==> config.mk <==
export PLATFORM = sky130hd
export DESIGN_NAME = btbf_div
export DESIGN_NICKNAME = d
export VERILOG_FILES = /design/src/rtl/btbf_pkg.sv /design/src/rtl/btbf_div.sv
export SDC_FILE = /design/constraint.sdc
export NUM_CORES = 1
export LEC_CHECK = 0
export ABC_CLOCK_PERIOD_IN_PS = 24000
export BUFFER_PORTS_ARGS = -buffer_cell sky130_fd_sc_hd__buf_2
export CORE_MARGIN = 2
export CORE_UTILIZATION = 45
export CTS_CLUSTER_DIAMETER = 80
export DETAILED_ROUTE_END_ITERATION = 8
export GPL_ROUTABILITY_DRIVEN = 0
export PLACE_DENSITY = 0.69
export RECOVER_POWER = 50
export SYNTH_ARGS = -nofsm -noshare
export SYNTH_HDL_FRONTEND = slang
export SYNTH_SLANG_ARGS = --single-unit
export TNS_END_PERCENT = 20
==> constraint.sdc <==
create_clock -name clk -period 24 [get_ports clk]
set_input_delay 3.6 -clock clk [delete_from_list [all_inputs] [get_ports clk]]
set_output_delay 3.6 -clock clk [all_outputs]
set_load 0.05 [all_outputs]
==> src/rtl/btbf_pkg.sv <==
// ----------------------------------------------------------------------------
// btbf_pkg: shared types and constants of the pairwise strength fit core
// widths of the divider and multiplier requests, opcodes, register indexes
// ----------------------------------------------------------------------------
package btbf_pkg;

  localparam int MAX_ENTRANTS_DEF = 32;

  // divider operand widths
  localparam int NUM_W = 79;
  localparam int DEN_W = 63;

  // gradient step operand widths
  localparam int LR_W = 23;
  localparam int SW   = 32;

  localparam int WT_W  = 40;
  localparam int TOT_W = 47;
  localparam int CFG_W = 23;

  localparam logic [DEN_W-1:0] SAT62   = 63'h4000_0000_0000_0000;
  localparam logic [DEN_W-1:0] SAT32   = 63'h0000_0000_FFFF_FFFF;
  localparam logic [SW-1:0]    ONE_Q16 = 32'h0001_0000;

  typedef enum logic [1:0] {
    OP_ADD   = 2'd0,
    OP_FIT   = 2'd1,
    OP_CLEAR = 2'd2
  } opcode_t;

  typedef enum logic [2:0] {
    CFG_ENTRANT_COUNT  = 3'd0,
    CFG_ANCHOR         = 3'd1,
    CFG_ITER_LIMIT     = 3'd2,
    CFG_CONV_THRESHOLD = 3'd3,
    CFG_PRIOR          = 3'd4,
    CFG_FIT_METHOD     = 3'd5,
    CFG_LEARNING_RATE  = 3'd6,
    CFG_FLOOR          = 3'd7
  } cfg_idx_t;

  typedef struct packed {
    logic             start;
    logic [NUM_W-1:0] num;
    logic [DEN_W-1:0] den;
    logic [DEN_W-1:0] cap;
  } div_req_t;

  typedef struct packed {
    logic             done;
    logic [DEN_W-1:0] quo;
  } div_rsp_t;

  typedef struct packed {
    logic             start;
    logic [LR_W-1:0]  lr;
    logic [SW-1:0]    s;
    logic [DEN_W-1:0] g;
  } mul_req_t;

  typedef struct packed {
    logic          done;
    logic [SW-1:0] delta;
  } mul_rsp_t;

  // 32-bit count plus increment, saturating
  function automatic logic [31:0] sat_add32(input logic [31:0] a, input logic [18:0] b);
    logic [32:0] s;
    s = {1'b0, a} + {14'b0, b};
    return s[32] ? 32'hFFFF_FFFF : s[31:0];
  endfunction

endpackage

==> src/rtl/btbf_div.sv <==
// ----------------------------------------------------------------------------
// btbf_div: shared restoring divider
// one quotient bit per cycle, result saturated at the requested cap
// ----------------------------------------------------------------------------
module btbf_div (
  input  logic               clk,
  input  logic               rst,
  input  btbf_pkg::div_req_t req,
  output btbf_pkg::div_rsp_t rsp
);
  import btbf_pkg::*;

  localparam int CNT_W = $clog2(NUM_W + 1);

  typedef enum logic [1:0] {D_IDLE, D_RUN, D_FIN} dstate_t;

  dstate_t          state;
  logic [NUM_W-1:0] dvd;
  logic [NUM_W-1:0] quo;
  logic [DEN_W-1:0] rem;
  logic [DEN_W-1:0] den;
  logic [DEN_W-1:0] cap;
  logic [CNT_W-1:0] cnt;
  logic [DEN_W:0]   rem_sh;
  logic [DEN_W:0]   rem_sub;
  logic             ge;

  assign rem_sh  = {rem, dvd[NUM_W-1]};
  assign ge      = rem_sh >= {1'b0, den};
  assign rem_sub = rem_sh - {1'b0, den};

  always_ff @(posedge clk) begin
    if (rst) begin
      state    <= D_IDLE;
      rsp.done <= 1'b0;
    end else begin
      rsp.done <= 1'b0;
      unique case (state)
        D_IDLE: begin
          if (req.start) begin
            den <= req.den;
            cap <= req.cap;
            dvd <= req.num;
            rem <= '0;
            quo <= '0;
            cnt <= CNT_W'(NUM_W);
            if (req.den == '0) begin
              // division by zero gives the cap
              rsp.quo  <= req.cap;
              rsp.done <= 1'b1;
            end else begin
              state <= D_RUN;
            end
          end
        end
        D_RUN: begin
          rem <= ge ? rem_sub[DEN_W-1:0] : rem_sh[DEN_W-1:0];
          quo <= {quo[NUM_W-2:0], ge};
          dvd <= {dvd[NUM_W-2:0], 1'b0};
          cnt <= cnt - 1'b1;
          if (cnt == CNT_W'(1)) state <= D_FIN;
        end
        D_FIN: begin
          rsp.quo  <= (quo > NUM_W'(cap)) ? cap : quo[DEN_W-1:0];
          rsp.done <= 1'b1;
          state    <= D_IDLE;
        end
        default: state <= D_IDLE;
      endcase
    end
  end

endmodule

==> results of run 1 <==
flip-flops by register name, summed over array words and instances, names as in the netlist:
| register | flops |
|---|---|
| dvd | 79 |
| quo | 79 |
| rsp | 64 |
| cap | 63 |
| den | 63 |
| rem | 63 |
| cnt | 7 |
| state | 2 |
cell type report:
type,count,area (um2)
Clock buffer,60,1250
Multi-Input combinational cell,1389,8720
Tap cell,664,831
Inverter,150,563
Fill cell,4329,23300
Timing Repair Buffer,286,1330
Clock inverter,23,231
Sequential cell,420,12600
Antenna cell,1,2.50
metrics by stage:
step	total power, mW	instances
6_report	1.81	2993
3_3_place_gp	1.12	2909
4_1_cts	1.83	2992
2_1_floorplan	1.07	2048
5_1_grt	1.90	2993
3_5_place_dp	1.12	2909
worst reg2reg max path: cells and delay by family (launching register included):
family | cells | cell delay (ns)
and+or+nand+nor | 3 | 0.85
buffers and inverters | 2 | 5.26
DFF | 1 | 0.45
routing by layer:
layer	track usage, %	part of all wire, %	up-vias
li1	-	-	7824
met3	3.69	6.3	84
met4	6.43	2.6	4
met5	0	0.052	-
met1	27.8	46	7625
met2	33.0	45	484
synth_stat cells, types with 8 or more instances:
cell	count
nor2_1	61
xor2_1	20
nor2b_1	8
xnor2_1	38
nand3_1	28
o21bai_1	16
a22o_1	8
nor4_1	30
nor3_1	20
mux2i_1	67
nand2b_1	10
inv_1	149
and2_1	80
ha_1	128
edfxtp_1	417
a21o_1	60
buf_2	13
nand4_1	31
a211oi_1	11
nand2_1	426
o21ai_0	106
a21oi_1	126
clkbuf_1	63
cells by family after synthesis:
family | share of synthesized area [%]
xor+xnor | 2.28
buf+inv | 4.35
simple gates | 15.2
flops | 56.5
mux | 3.01
compound gates | 11.4
fa+ha+maj | 7.29
worst min-delay path by stage:
stage	from	endpoint	slack, ns	cells after the start
after floorplan	dvd[9]	dvd[10]	0.48	2
after global placement	dvd[39]	dvd[40]	0.49	2
after detailed placement	dvd[2]	dvd[3]	0.50	2
after CTS	dvd[53]	dvd[54]	0.51	2
after global routing	dvd[15]	dvd[16]	0.53	2
final	dvd[54]	dvd[55]	0.51	2
report_power, final:
| part | internal (mW) | total [mW] | switching, mW |
|---|---|---|---|
| sequential | 0.855 | 0.874 | 0.0187 |
| combinational | 0.0916 | 0.238 | 0.146 |
| clock | 0.410 | 0.703 | 0.293 |
| total | 1.36 | 1.81 | 0.458 |
==> impl_results.md, run 1 <==
- Worst-margin pin slew: 4.08 ns
- Clk_skew: 0.0184 ns
- Lkg Pwr: 10.7 nW
- CTS Buf Count: 47
- Crit path cell chain: clkbuf_1, nor3_1, clkbuf_1, buf_4
- #FFs+latches synth: 420
- CP Depth: 4
- Area Growth Syn to Fin: 14.6%
- FP Rows: 81
- Reg2reg start: state[0]
- Max IR drop VDD: 0.0520 mV
- Worst-Skew Late Latency: 0.58 ns
- Total grt overflow: 0
- Cell taking the most area after synthesis: edfxtp_1
- Cell count of the worst reg-to-reg path: 5
- Worst Setup End Kind: register
- Final min period: 7.69 ns
- CTS-repair resized insts: 0
- Crit share post-route: 32.0%
- CTS tree: yes
- Routed via count: 16.0k
- CP top delay family: buffers and inverters
- Area share of the largest cell type after synthesis: 56.3%
- Pin count of the biggest net entering global routing: 93
- Worst reg-to-reg setup slack: 17.29 ns
- Clock Tree Root: clkbuf_16
- Final setup margin: 16.31 ns
- CP most frequent cell: clkbuf_1
- Crit path launch type: input port
- Initial detailed-routing violation count: 1279
- Die width: 226 um
- Initial Util: 45.6%
- H-tree depth: 2
- Post-CTS Setup Repair Bufs: 0
- Arrival @ worst endpoint: 7.88 ns
- DIE AREA: 0.0513 mm2
- Die extent in y: 226 um
- Crit Path Category: in -> reg
- Failing checks: max-capacitance violations, max-slew violations
- Worst-path clk slew: 0.06 ns
- Slew margin rel.: -172%
- DRT Wirelength: 52.3 mm
- Seq/Total Area, Yosys: 56.5%
- Min Hold Slack: 0.507 ns
- Initial antenna violation count: 3
- Crit path buf inv count: 3
- Post-layout util: 52.2%
- Port Buffers: 271
- Ys async rst share: 0%
- Setup violations, final: 0
- Post-synthesis cell area: 0.0223 mm2
- Clock sinks: 420
- Area contributors post-synth: edfxtp_1, ha_1, nand2_1
- IO Count: 272
- Final instance area: 0.0255 mm2
- DRC: 0
- Setup crit start: rst
- RSZ-0062 raised after global routing: false
- Final hold vios: 0
- DP Area: 0.0242 mm2
- DRT antenna net count: 0
- WL per Instance: 17.5 um
- Commonest non-fill, non-tap cell in the layout: nand2_1
- Max FO, Critical Path: 71
- Distinct cell type count after synthesis: 82
- Status: finished with violations
- Syn Area/Cell: 10.9 um2
- WP data required: 24.19 ns
- Detail Placement HPWL: 35.9 mm
- Crit-path max cell delay: 2.73 ns
- Post-synth EDFFs: 417
- Core area: 0.0488 mm2
- Hold buffers post-CTS: 0
- Pwr per Cell Area: 71.1 mW/mm2
- Top_reg_cell synth: edfxtp_1
- Critical path's slowest cell: clkbuf_1
- Slew Viols, Final: 416
- Commonest non-fill, non-tap cells in the layout: nand2_1, edfxtp_1, buf_2
- Cells after synthesis: 2048
- TritonRoute pass-1 iters: 5
- Via density: 5.35
- Place WS: 16.94 ns
- Vias in the first global route: 15.9k
- Mapped Nets: 2385
- Max Freq: 130 MHz
- First-pass GRT wire length: 83.2 mm
- Setup crit end: rem[22]
- # nets final: 2631
- MaxCap Viol Count: 6
- Total Routing Usage GR: 20.4%
- Worst Hold Class: reg -> reg
- Clock Tree Buf Depth: 3
- Ys Warns: 0
- Reg-to-reg endpoint: dvd[36]
- TNS Setup: 0 ns
- Share of cells above drive strength 1: 12.1%
Note: power is estimated with default switching activity, not from simulation.
==> run 2: changes to the inputs <==
--- a/config.mk
+++ b/config.mk
@@ -5,14 +5,14 @@
 export SDC_FILE = /design/constraint.sdc
 export NUM_CORES = 1
 export LEC_CHECK = 0
-export ABC_CLOCK_PERIOD_IN_PS = 24000
+export ABC_CLOCK_PERIOD_IN_PS = 6200
 export BUFFER_PORTS_ARGS = -buffer_cell sky130_fd_sc_hd__buf_2
 export CORE_MARGIN = 2
 export CORE_UTILIZATION = 45
 export CTS_CLUSTER_DIAMETER = 80
 export DETAILED_ROUTE_END_ITERATION = 8
 export GPL_ROUTABILITY_DRIVEN = 0
-export PLACE_DENSITY = 0.69
+export PLACE_DENSITY = 0.72
 export RECOVER_POWER = 50
 export SYNTH_ARGS = -nofsm -noshare
 export SYNTH_HDL_FRONTEND = slang
==> constraint.sdc (replaced) <==
create_clock -name clk -period 6.2 [get_ports clk]
set_input_delay 0.93 -clock clk [delete_from_list [all_inputs] [get_ports clk]]
set_output_delay 0.93 -clock clk [all_outputs]
set_load 0.05 [all_outputs]
==> run 2 against run 1 <==
Total power rose to 3.9 times the previous value; first-iteration DRC count rose by 4.1%; sequential share of layout area fell by 0.092 points; utilization increased by 0.097 points; largest cell class unchanged; design area grew 0.19%; clock power rose to 4.0 times the previous value; the run still ends with max-capacitance violations, max-slew violations left; routed wire length is 1.3% higher; sequential power rose to 3.9 times the previous value; via count grew 1.2%; die area did not move; non-clock buffer count is 1 lower.
==> impl_results.md, run 2 (synthesis results as in run 1) <==
- Worst-Skew Late Latency: 0.59 ns (about the same)
- Final min period: 4.42 ns
- H-tree depth: 2 (unchanged)
- Clock Tree Root: clkbuf_16
- First-pass GRT wire length: 82.9 mm (-0.37%)
- TritonRoute pass-1 iters: 5 (unchanged)
- Commonest non-fill, non-tap cells in the layout: nand2_1, edfxtp_1, inv_1
- Detail Placement HPWL: 35.8 mm (-0.28%)
- Commonest non-fill, non-tap cell in the layout: nand2_1
- WP data required: 6.27 ns (-17.92 ns)
- Biggest regs: dvd (79), quo (79), rsp (64)
- Sw Ratio: 25.4% (+0.11 points)
- DRT Wirelength: 53.0 mm (+1.3%)
- Hold buffers post-CTS: 0 (unchanged)
- Crit share post-route: 71.2%
- Worst Hold Endpoint: dvd[26]
- FP Rows: 81 (unchanged)
- Initial detailed-routing violation count: 1331 (+4.1%)
- CTS Buf Count: 47 (unchanged)
- WL per Instance: 17.7 um (+1.2%)
- Worst Setup End Kind: register
- Clock sinks: 420 (unchanged)
- Total Routing Usage GR: 20.4% (+0.027 points)
- Slew Viols, Final: 360 (-13%)
- TNS Setup: 0 ns (unchanged)
- Die extent in y: 226 um (unchanged)
- Port Buffers: 271 (unchanged)
- CTS-repair resized insts: 0 (unchanged)
- # nets final: 2630 (-0.038%)
- Worst Hold Class: reg -> reg
- DRC: 0 (unchanged)
- Total grt overflow: 0 (unchanged)
- Max IR drop VDD: 0.207 mV (+300%)
- Cell count of the worst reg-to-reg path: 3 (-2)
- GR Util met2: 33.6% (+0.53 points)
- Routed via count: 16.2k (+1.2%)
- Area Growth Syn to Fin: 14.8%
- DRT antenna net count: 0 (unchanged)
- Worst reg-to-reg setup slack: 1.78 ns (-15.51 ns)
- Hold Path Origin: dvd[25]
- Crit path launch type: register
- Clock share of power: 39.6% (+0.9 points)
- Reg2reg start: state[0]
- Int Pwr: 5.33 mW (+290%)
- Global Route met3 Usage: 3.15% (-0.54 points)
- Slew margin rel.: -184% (-13 points)
- Lkg Pwr: 10.7 nW (about the same)
- Initial Util: 45.6% (unchanged)
- DP Area: 0.0242 mm2 (+0.10%)
- Share of cells above drive strength 1: 11.0% (-1.1 points)
- Met1 usage: 27.5% (-0.31 points)
- Vias in the first global route: 15.9k (+0.28%)
- Final hold vios: 0 (unchanged)
- DIE AREA: 0.0513 mm2 (unchanged)
- Place WS: 1.70 ns (-15.24 ns)
- CTS tree: yes
- Min Hold Slack: 0.509 ns (+0.00189 ns)
- Via density: 5.41 (+1.0%)
- Status: finished with violations
- Final instance area: 0.0256 mm2 (+0.19%)
- Reg-to-reg endpoint: cap[61]
- Worst-path clk slew: 0.06 ns (about the same)
- Die width: 226 um (unchanged)
- RSZ-0062 raised after global routing: false
- IO Count: 272 (unchanged)
- Worst-margin pin slew: 4.26 ns (+0.188 ns)
- Failing checks: max-capacitance violations, max-slew violations
- Comb pwr share: 12.9% (-0.2 points)
- Max FO, Critical Path: 67 (-5.6%)
- Switch Pwr: 1.81 mW (+300%)
- Arrival @ worst endpoint: 4.49 ns (-3.39 ns)
- Setup violations, final: 0 (unchanged)
- Final setup margin: 1.78 ns (-14.53 ns)
- Crit Path Category: reg -> reg
- Pwr per Cell Area: 279 mW/mm2 (+290%)
- Hold path cells: 2 (unchanged)
- Pin count of the biggest net entering global routing: 144 (+55%)
- Max Freq: 226 MHz
- Post-CTS Setup Repair Bufs: 0 (unchanged)
- Clock Tree Buf Depth: 3 (unchanged)
- Clk_skew: 0.0269 ns (+0.00855 ns)
- GRT busiest layer: met2
- Initial antenna violation count: 1 (-2)
- Core area: 0.0488 mm2 (unchanged)
- MaxCap Viol Count: 5 (-1)
- Sequential share of power: 47.5% (-0.7 points)
==> run 2: cell count changes in the layout (fill, tap and decap cells not counted), sizes merged <==
cell | previous run | this run
inv | 152 | 151
diode | 1 | 2
clkinvlp | 1 | 2
clkbuf | 157 | 186
bufinv | 4 | 6
buf | 189 | 153
clkinv | 16 | 24
==> run 2: critical path, stage by stage (launching register included) <==
cell	delay, ns
dfxtp_1	0.40
nand2b_1	0.24
nor3_1	0.21
clkbuf_1	3.01
==> run 2: cell type report <==
cell class,count,area (um2)
Sequential cell,420,12600
Antenna cell,2,5.00
Tap cell,664,831
Fill cell,4396,23300
Clock buffer,54,1220
Timing Repair Buffer,285,1290
Clock inverter,33,332
Multi-Input combinational cell,1389,8730
Inverter,150,563
==> run 2: worst max path at each step <==
stage / end / startpoint
CTS: rsp[52] / quo[16]
global route: cap[61] / state[0]
floorplan: cnt[0] / req[205]
detailed placement: rsp[39] / req[115]
global placement: rsp[59] / req[116]
finish: cap[61] / state[0]
==> run 2: power by group through the flow <==
stage / clock network [mW] / registers (mW) / logic (mW)
floorplan: 0 / 3.43 / 0.666
global route: 3.00 / 3.41 / 1.03
CTS: 2.90 / 3.38 / 0.931
finish: 2.83 / 3.39 / 0.923
global placement: 0 / 3.43 / 0.900
detailed placement: 0 / 3.44 / 0.923
==> run 2: metal layers <==
metal	part of all wire (%)	vias to the layer above
li1	-	7802
met1	44	7745
met2	46	568
met3	7.0	94
met4	2.8	0
met5	0	-
==> run 2: stage by stage <==
| stage | utilization, % | power [mW] | cells |
|---|---|---|---|
| after CTS | 52.8 | 7.21 | 2995 |
| after global routing | 52.3 | 7.44 | 2995 |
| after global placement | 49.6 | 4.33 | 2908 |
| final | 52.3 | 7.14 | 2997 |
| after floorplan | - | 4.09 | 2048 |
| after detailed placement | 49.6 | 4.36 | 2908 |
